`config.mk`:
```
export PLATFORM = sky130hd
export DESIGN_NAME = lru_block_buffer_cache_unit
export DESIGN_NICKNAME = d
export VERILOG_FILES = /design/src/hw/rtl/lbc_pkg.sv /design/src/hw/rtl/lbc_ram.sv /design/src/hw/rtl/lru_block_buffer_cache_unit.sv
export SDC_FILE = /design/constraint.sdc
export NUM_CORES = 2
export LEC_CHECK = 0
export BUFFER_PORTS_ARGS = -buffer_cell sky130_fd_sc_hd__clkbuf_2
export CORE_AREA = 2 2 676 678
export CTS_CLUSTER_SIZE = 24
export DETAILED_ROUTE_END_ITERATION = 6
export DIE_AREA = 0 0 678 680
export PLACE_DENSITY_LB_ADDON = 0.05
export SLEW_MARGIN = 5
export SYNTH_ARGS = -nofsm -noshare
export SYNTH_HDL_FRONTEND = slang
export SYNTH_SLANG_ARGS = --single-unit
```
`constraint.sdc`:
```
create_clock -name clk -period 7 [get_ports clk]
set_input_delay 0 -clock clk [delete_from_list [all_inputs] [get_ports clk]]
set_output_delay 0 -clock clk [all_outputs]
set_load 0.02 [all_outputs]
```
`src/hw/rtl/lbc_pkg.sv`:
```
// lbc_pkg: shared types, constants and helpers of the LRU block buffer cache.
// Used by lru_block_buffer_cache_unit. No dependencies.
`timescale 1ns / 1ps

package lbc_pkg;

	localparam int NUM_BUFFERS_DEF = 32;

	localparam int DEV_W   = 8;
	localparam int BLK_W   = 32;
	localparam int CNT_W   = 8;
	localparam int TICK_W  = 32;
	localparam int HDL_W   = 5;
	localparam int CMD_W   = 2;
	localparam int IN_W    = 80;
	localparam int OUT_W   = 8;

	localparam logic [CNT_W-1:0] COUNT_MAX = '1;

	typedef enum logic [CMD_W-1:0] {
		CMD_READ    = 2'd0,
		CMD_RELEASE = 2'd1,
		CMD_PIN     = 2'd2,
		CMD_UNPIN   = 2'd3
	} cmd_t;

	typedef enum logic {
		ST_OK      = 1'b0,
		ST_NO_FREE = 1'b1
	} status_t;

	// one buffer descriptor as held in the table RAM
	typedef struct packed {
		logic              valid;
		logic [TICK_W-1:0] stamp;
		logic [CNT_W-1:0]  count;
		logic [BLK_W-1:0]  blk;
		logic [DEV_W-1:0]  dev;
	} entry_t;

	localparam int ENTRY_W = $bits(entry_t);

	function automatic logic [CNT_W-1:0] cnt_inc(input logic [CNT_W-1:0] c);
		return (c == COUNT_MAX) ? c : c + 1'b1;
	endfunction

	function automatic logic [CNT_W-1:0] cnt_dec(input logic [CNT_W-1:0] c);
		return (c == '0) ? c : c - 1'b1;
	endfunction

endpackage

```
`src/hw/rtl/lbc_ram.sv`:
```
// lbc_ram: generic simple dual-port RAM, one write port, one registered read port.
// No dependencies.
`timescale 1ns / 1ps

module lbc_ram #(
	parameter int WIDTH = 8,
	parameter int DEPTH = 32
) (
	input  logic                     clk,
	input  logic                     wr_en,
	input  logic [$clog2(DEPTH)-1:0] wr_addr,
	input  logic [WIDTH-1:0]         wr_data,
	input  logic                     rd_en,
	input  logic [$clog2(DEPTH)-1:0] rd_addr,
	output logic [WIDTH-1:0]         rd_data
);

	logic [WIDTH-1:0] mem [DEPTH];

	always_ff @(posedge clk) begin
		if (wr_en) begin
			mem[wr_addr] <= wr_data;
		end
		if (rd_en) begin
			rd_data <= mem[rd_addr];
		end
	end

endmodule

```
`src/hw/rtl/lru_block_buffer_cache_unit.sv`:
```
// Buffer descriptor table of an LRU disk-block cache, held in one RAM.
// Depends on lbc_pkg and lbc_ram.
`timescale 1ns / 1ps

// After reset the table is cleared one entry a cycle, while s_axis_tready stays
// low. Then one transaction is handled at a time. A read walks the whole table
// through the single RAM read port, one entry a cycle, looking for the lowest
// matching tag and the oldest unreferenced entry, then writes the chosen entry
// back; with no free entry nothing is written. A read passes through the scan,
// drain and write-back states and then returns to idle. Release, pin and unpin
// do one read-modify-write: the entry is read in the accept cycle and, if the
// index is in range, written back in the RMW state, where the result is
// registered. The result sits in an output register, so a new transaction is
// taken while it waits; a finished transaction holds until that register is free.

module lru_block_buffer_cache_unit #(
	parameter int NUM_BUFFERS = lbc_pkg::NUM_BUFFERS_DEF
) (
	input  logic                     clk,
	input  logic                     arst_n,
	input  logic                     s_axis_tvalid,
	output logic                     s_axis_tready,
	// command[1:0], device_id[9:2], block_number[41:10], entry_index[46:42],
	// current_tick[78:47], zero pad[79]
	input  logic [lbc_pkg::IN_W-1:0]  s_axis_tdata,
	output logic                     m_axis_tvalid,
	input  logic                     m_axis_tready,
	// result_entry[4:0], was_hit[5], need_disk_read[6], status[7]
	output logic [lbc_pkg::OUT_W-1:0] m_axis_tdata
);

	import lbc_pkg::*;

	localparam int IW = $clog2(NUM_BUFFERS);
	localparam int XW = IW + HDL_W;
	localparam logic [IW-1:0] LAST_IDX = IW'(NUM_BUFFERS - 1);
	localparam logic [XW-1:0] NB_X = XW'(NUM_BUFFERS);

	typedef enum logic [2:0] {
		S_CLEAR,
		S_IDLE,
		S_SCAN,
		S_DRAIN,
		S_WB,
		S_RMW
	} state_t;

	state_t state_q;

	// input fields
	cmd_t              in_cmd;
	logic [DEV_W-1:0]  in_dev;
	logic [BLK_W-1:0]  in_blk;
	logic [HDL_W-1:0]  in_idx;
	logic [TICK_W-1:0] in_tick;

	assign in_cmd  = cmd_t'(s_axis_tdata[1:0]);
	assign in_dev  = s_axis_tdata[9:2];
	assign in_blk  = s_axis_tdata[41:10];
	assign in_idx  = s_axis_tdata[46:42];
	assign in_tick = s_axis_tdata[78:47];

	cmd_t              cmd_q;
	logic [DEV_W-1:0]  dev_q;
	logic [BLK_W-1:0]  blk_q;
	logic [HDL_W-1:0]  idx_q;
	logic [TICK_W-1:0] tick_q;

	logic [IW-1:0]     clr_q;
	logic [IW-1:0]     scan_q;
	logic              vld_s1;
	logic [IW-1:0]     idx_s1;

	// scan results
	logic              hit_q;
	logic [IW-1:0]     sel_q;
	logic [CNT_W-1:0]  hcnt_q;
	logic              hvalid_q;
	logic              found_q;
	logic [TICK_W-1:0] best_q;
	logic [IW-1:0]     vic_q;

	logic              out_valid_q;
	logic [OUT_W-1:0]  out_data_q;

	logic              accept;
	logic              out_free;
	logic              rd_en;
	logic [IW-1:0]     rd_addr;
	logic [ENTRY_W-1:0] rd_data;
	entry_t            rd_entry;
	logic              wr_en;
	logic [IW-1:0]     wr_addr;
	entry_t            wr_entry;
	logic              res_take;
	logic [OUT_W-1:0]  res_data;

	logic [XW-1:0]     in_idx_x;
	logic [XW-1:0]     idx_x_q;
	logic              in_range;
	logic [XW-1:0]     sel_x;
	logic [XW-1:0]     vic_x;
	logic              tag_match;

	assign accept        = s_axis_tvalid && s_axis_tready;
	assign s_axis_tready = (state_q == S_IDLE);
	assign out_free      = !out_valid_q || m_axis_tready;
	assign m_axis_tvalid = out_valid_q;
	assign m_axis_tdata  = out_data_q;

	assign in_idx_x = {{IW{1'b0}}, in_idx};
	assign idx_x_q  = {{IW{1'b0}}, idx_q};
	assign in_range = (idx_x_q < NB_X);
	assign sel_x    = {{HDL_W{1'b0}}, sel_q};
	assign vic_x    = {{HDL_W{1'b0}}, vic_q};

	assign rd_entry  = entry_t'(rd_data);
	assign tag_match = (rd_entry.dev == dev_q) && (rd_entry.blk == blk_q);

	// handle read is issued in the accept cycle, scan reads from the counter
	assign rd_en   = accept || (state_q == S_SCAN);
	assign rd_addr = (state_q == S_SCAN) ? scan_q : in_idx_x[IW-1:0];

	lbc_ram #(
		.WIDTH (ENTRY_W),
		.DEPTH (NUM_BUFFERS)
	) u_table (
		.clk     (clk),
		.wr_en   (wr_en),
		.wr_addr (wr_addr),
		.wr_data (wr_entry),
		.rd_en   (rd_en),
		.rd_addr (rd_addr),
		.rd_data (rd_data)
	);

	always_comb begin
		wr_en    = 1'b0;
		wr_addr  = clr_q;
		wr_entry = '0;
		res_take = 1'b0;
		res_data = '0;
		case (state_q)
			S_CLEAR: begin
				wr_en = 1'b1;
			end
			S_WB: begin
				res_take = out_free;
				if (hit_q) begin
					wr_en          = out_free;
					wr_addr        = sel_q;
					wr_entry.valid = 1'b1;
					wr_entry.stamp = tick_q;
					wr_entry.count = cnt_inc(hcnt_q);
					wr_entry.blk   = blk_q;
					wr_entry.dev   = dev_q;
					res_data       = {ST_OK, !hvalid_q, 1'b1, sel_x[HDL_W-1:0]};
				end else if (found_q) begin
					// retagged victim: written valid with the new tag, count one and the current tick; the result flags a disk read
					wr_en          = out_free;
					wr_addr        = vic_q;
					wr_entry.valid = 1'b1;
					wr_entry.stamp = tick_q;
					wr_entry.count = CNT_W'(1);
					wr_entry.blk   = blk_q;
					wr_entry.dev   = dev_q;
					res_data       = {ST_OK, 1'b1, 1'b0, vic_x[HDL_W-1:0]};
				end else begin
					res_data = {ST_NO_FREE, 1'b0, 1'b0, {HDL_W{1'b0}}};
				end
			end
			S_RMW: begin
				res_take = out_free;
				res_data = {ST_OK, 1'b0, 1'b0, idx_q};
				wr_en    = out_free && in_range;
				wr_addr  = idx_x_q[IW-1:0];
				wr_entry = rd_entry;
				case (cmd_q)
					CMD_RELEASE: begin
						wr_entry.count = cnt_dec(rd_entry.count);
						wr_entry.stamp = tick_q;
					end
					CMD_PIN:   wr_entry.count = cnt_inc(rd_entry.count);
					CMD_UNPIN: wr_entry.count = cnt_dec(rd_entry.count);
					default:   wr_en = 1'b0;
				endcase
			end
			default: ;
		endcase
	end

	always_ff @(posedge clk or negedge arst_n) begin
		if (!arst_n) begin
			state_q     <= S_CLEAR;
			clr_q       <= '0;
			scan_q      <= '0;
			vld_s1      <= 1'b0;
			hit_q       <= 1'b0;
			found_q     <= 1'b0;
			out_valid_q <= 1'b0;
		end else begin
			vld_s1 <= (state_q == S_SCAN);
			idx_s1 <= scan_q;
			if (res_take) begin
				out_valid_q <= 1'b1;
				out_data_q  <= res_data;
				state_q     <= S_IDLE;
			end else if (m_axis_tready) begin
				out_valid_q <= 1'b0;
			end

			// fold each returned entry into the match and victim search
			if (vld_s1) begin
				if (!hit_q && tag_match) begin
					hit_q    <= 1'b1;
					sel_q    <= idx_s1;
					hcnt_q   <= rd_entry.count;
					hvalid_q <= rd_entry.valid;
				end
				if (rd_entry.count == '0 && (!found_q || rd_entry.stamp < best_q)) begin
					found_q <= 1'b1;
					best_q  <= rd_entry.stamp;
					vic_q   <= idx_s1;
				end
			end

			case (state_q)
				S_CLEAR: begin
					clr_q <= clr_q + 1'b1;
					if (clr_q == LAST_IDX) begin
						state_q <= S_IDLE;
					end
				end
				S_IDLE: begin
					if (accept) begin
						cmd_q   <= in_cmd;
						dev_q   <= in_dev;
						blk_q   <= in_blk;
						idx_q   <= in_idx;
						tick_q  <= in_tick;
						hit_q   <= 1'b0;
						found_q <= 1'b0;
						scan_q  <= '0;
						state_q <= (in_cmd == CMD_READ) ? S_SCAN : S_RMW;
					end
				end
				S_SCAN: begin
					scan_q <= scan_q + 1'b1;
					if (scan_q == LAST_IDX) begin
						state_q <= S_DRAIN;
					end
				end
				S_DRAIN: state_q <= S_WB;
				S_WB:    ;
				S_RMW:   ;
				default: state_q <= S_IDLE;
			endcase
		end
	end

`ifndef SYNTHESIS
	a_no_take_in_clear: assert property (@(posedge clk) disable iff (!arst_n)
		(state_q == S_CLEAR) |-> !s_axis_tready)
		else $error("transaction accepted during table clear");

	a_one_at_a_time: assert property (@(posedge clk) disable iff (!arst_n)
		accept |=> !s_axis_tready)
		else $error("second transaction accepted while one is in progress");

	a_no_free_clean: assert property (@(posedge clk) disable iff (!arst_n)
		(res_take && res_data[7]) |-> (!wr_en && res_data[6:0] == '0))
		else $error("no-free result carries data or writes the table");

	a_wr_in_range: assert property (@(posedge clk) disable iff (!arst_n)
		wr_en |-> ({{HDL_W{1'b0}}, wr_addr} < NB_X))
		else $error("table write beyond last entry");
`endif

endmodule
```
==> reports/results.txt <==
Status - completed
Global routing usage summed across all routing layers - 18.8%
Via count - 68000
DRC violation count after routing - 0
TritonCTS clock tree - built
Area of the mapped netlist - 113000 sq um
Crit path required time - 7670 ps
Number of setup violations in the final report - 0
Fin crit share - 69.9%
Setup repair after global routing missed its margin - no
Setup slack at placement - 2090 ps
Layout-stage area growth over the synthesis result - 18.8%
Number of I/O pins - 94
Worst-path maximum fanout - 31
Antenna violation net count after detailed routing - 0
Initial cell density of the core - 24.9%
Final Util - 29.6%
Number of nets in the synthesized netlist - 7682
Post-CTS Resized - 0
Number of storage elements in the synthesis netlist - 2833
Worst hold margin - 101 ps
Sequential share of the synthesized area - 75.2%
Port buffer count - 92
Final net count - 8009
Global-route wire length before repair - 600000 um
Detail Placement HPWL - 221000 um
Syn Inst Count - 7559
Clk sink count - 2833
Setup slack of the worst register-to-register path - 2100 ps
WS Path Type - flip-flop to flip-flop
# H-tree levels - 5
Max Fclk - 204 MHz
Power density over cell area - 342 nW/um^2
Pin count of the biggest net entering global routing - 142
Number of antenna violations at the first check in global routing - 21
Total non-filler cell area in the finished layout - 134000 sq um
Number of cell rows - 248
Root buf cell - clkbuf_16
Layout Cells excl Fill - 14200
Most frequent cells in the layout - 2816 x edfxtp_1, 1452 x nand2_1, 609 x nand3_1, 601 x mux2i_1, 430 x a211oi_1
Yosys cell types - 70
Number of endpoints with negative hold slack in the final report - 0
Crit start category - flip-flop
Relative slew slack - 16.0%
Minimum clock period after layout - 4900 ps
Final total power - 45.9 mW
Initial drt markers - 6470
EDFF count, synth - 2816
Final Routed Wirelength - 445000 um
Routability cong. - 0.718
Share of synthesized registers carrying an async set or reset - 0.600%
Most frequent standard cell in the layout excluding fill and tap cells - edfxtp_1
Total negative slack for setup checks - 0 ps
Clock slew seen by the registers of the worst setup and hold paths - 50 ps
Max cap viols - 0
Number of placed instances with taps included - 13400
Chip Width - 678 um
Per-cell routed wire length - 31.4 um
Maximum VDD drop - 0.196 mV
Worst Max-Slew Pin Slew - 1260 ps
Die outline area - 461000 sq um
Placed Instance Area - 122000 sq um
Share of layout cells above drive strength 1 - 10.5%
Worst Hold Class - input pin to flip-flop
Max Buffers Root-to-Sink - 4
Post-Route Skew - 44.7 ps
Number of detailed-route iterations in the first pass - 5
Buffers inserted by post-CTS timing repair - 0
LEAKAGE - 45.7 nW
Via/cell ratio - 4.80
Final number of max-transition violations - 0
Post-layout worst setup margin - 2100 ps
Mapped Avg Cell Area - 15.0 sq um
Source-to-sink clock delay at the later pin of the worst-skew pair - 960 ps
Most instantiated flip-flop cell in the synthesis netlist - edfxtp_1
Via count of the first global-routing pass - 67200
Overall die height - 680 um
Global-route congestion overflow total - 0
Syn. warnings - 0
Core area - 454000 sq um
Crit path capture type - flip-flop
Cts bufs inserted - 352
Arrival time worst endpoint - 5560 ps
sequential cells by signal (all words and copies together) (netlist names), 8 cells and up:
signal,cells
u_table.mem,2592
u_table.rd_data,81
best_q,32
blk_q,32
tick_q,32
dev_q,8
hcnt_q,8
m_axis_tdata,8
cells by family (layout without fill, tap and decap cells):
family          Yosys count  after routing  share of synthesized area (%)
mux                     609            609                           5.43
simple gates           2287           2287                           8.68
xor+xnor                 51             51                          0.395
flops                  2833           2833                           75.2
other cells               0              4                              0
buf+inv                 739           1350                           2.92
compound gates         1001           1001                           6.98
fa+ha+maj                39             39                          0.432
report_power, final:
part / internal [mW] / switching [mW] / total [mW]
logic: 1.31 / 5.18 / 6.49
registers: 21.3 / 0.508 / 21.8
clock network: 10.1 / 7.43 / 17.6
total: 32.8 / 13.1 / 45.9
critical path, stage by stage, from the launching register on:
cell and delay (ps):
dfrtp_1 600, or3b_4 740, mux2i_4 850, buf_4 670, nor2_4 100, buf_4 370, buf_4 470, a32oi_1 510
nand4b_1 150
metal layers:
layer | part of all wire [%] | up-vias | global-route usage (%)
met1 | 48 | 36200 | 27.1
li1 | - | 29800 | -
met3 | 3.8 | 463 | 2.14
met2 | 47 | 1525 | 30.5
met4 | 1.9 | 0 | 3.72
met5 | 0 | - | 0
final cells by class:
class                      count  area (sq um)
antenna                        4          10.0
timing repair buffer         470          4610
tap                         6000          7510
inverter                     242           916
multi-input combinational   3987         25300
clock buffer                 437          9300
sequential                  2833         85000
clock inverter               201          1640
fill                       45500        320000
cell usage after synthesis (16+ instances only):
cell type	instances	share of area, %
nand4_1	86	0.48
nand2_1	1452	4.8
edfxtp_1	2816	75
xnor2_1	16	0.12
inv_1	241	0.80
a211oi_1	430	2.9
a31oi_1	35	0.19
nor2_1	63	0.21
a32oi_1	108	0.84
nand3_1	614	2.7
dfrtp_1	17	0.38
a21oi_1	27	0.12
buf_4	52	0.35
xor2_1	35	0.27
buf_2	192	0.85
a22o_1	74	0.57
mux2i_1	601	5.3
ha_1	39	0.43
a21o_1	16	0.11
o21ai_0	20	0.089
clkbuf_1	231	0.77
a311oi_1	229	1.8
a22oi_1	22	0.15
worst paths after layout:
path	cells past startpoint	start	end
worst max register to register	8	state_q[2]	u_table.rd_data[47]
max in group asynchronous	4	arst_n	clr_q[1]
worst min register to register	0	idx_s1[0]	sel_q[0]
worst max-delay path	8	state_q[2]	u_table.rd_data[47]
min in group asynchronous	4	arst_n	scan_q[3]
worst min-delay path	5	s_axis_tvalid	state_q[2]
timing repair:
action / 4_1_cts / 5_1_grt
setup endpoints to repair: 0 / 0
endpoints found under the hold margin: 146 / 0
hold buffers: 161 / 0
No activity file was read; power rests on OpenSTA's default activity.
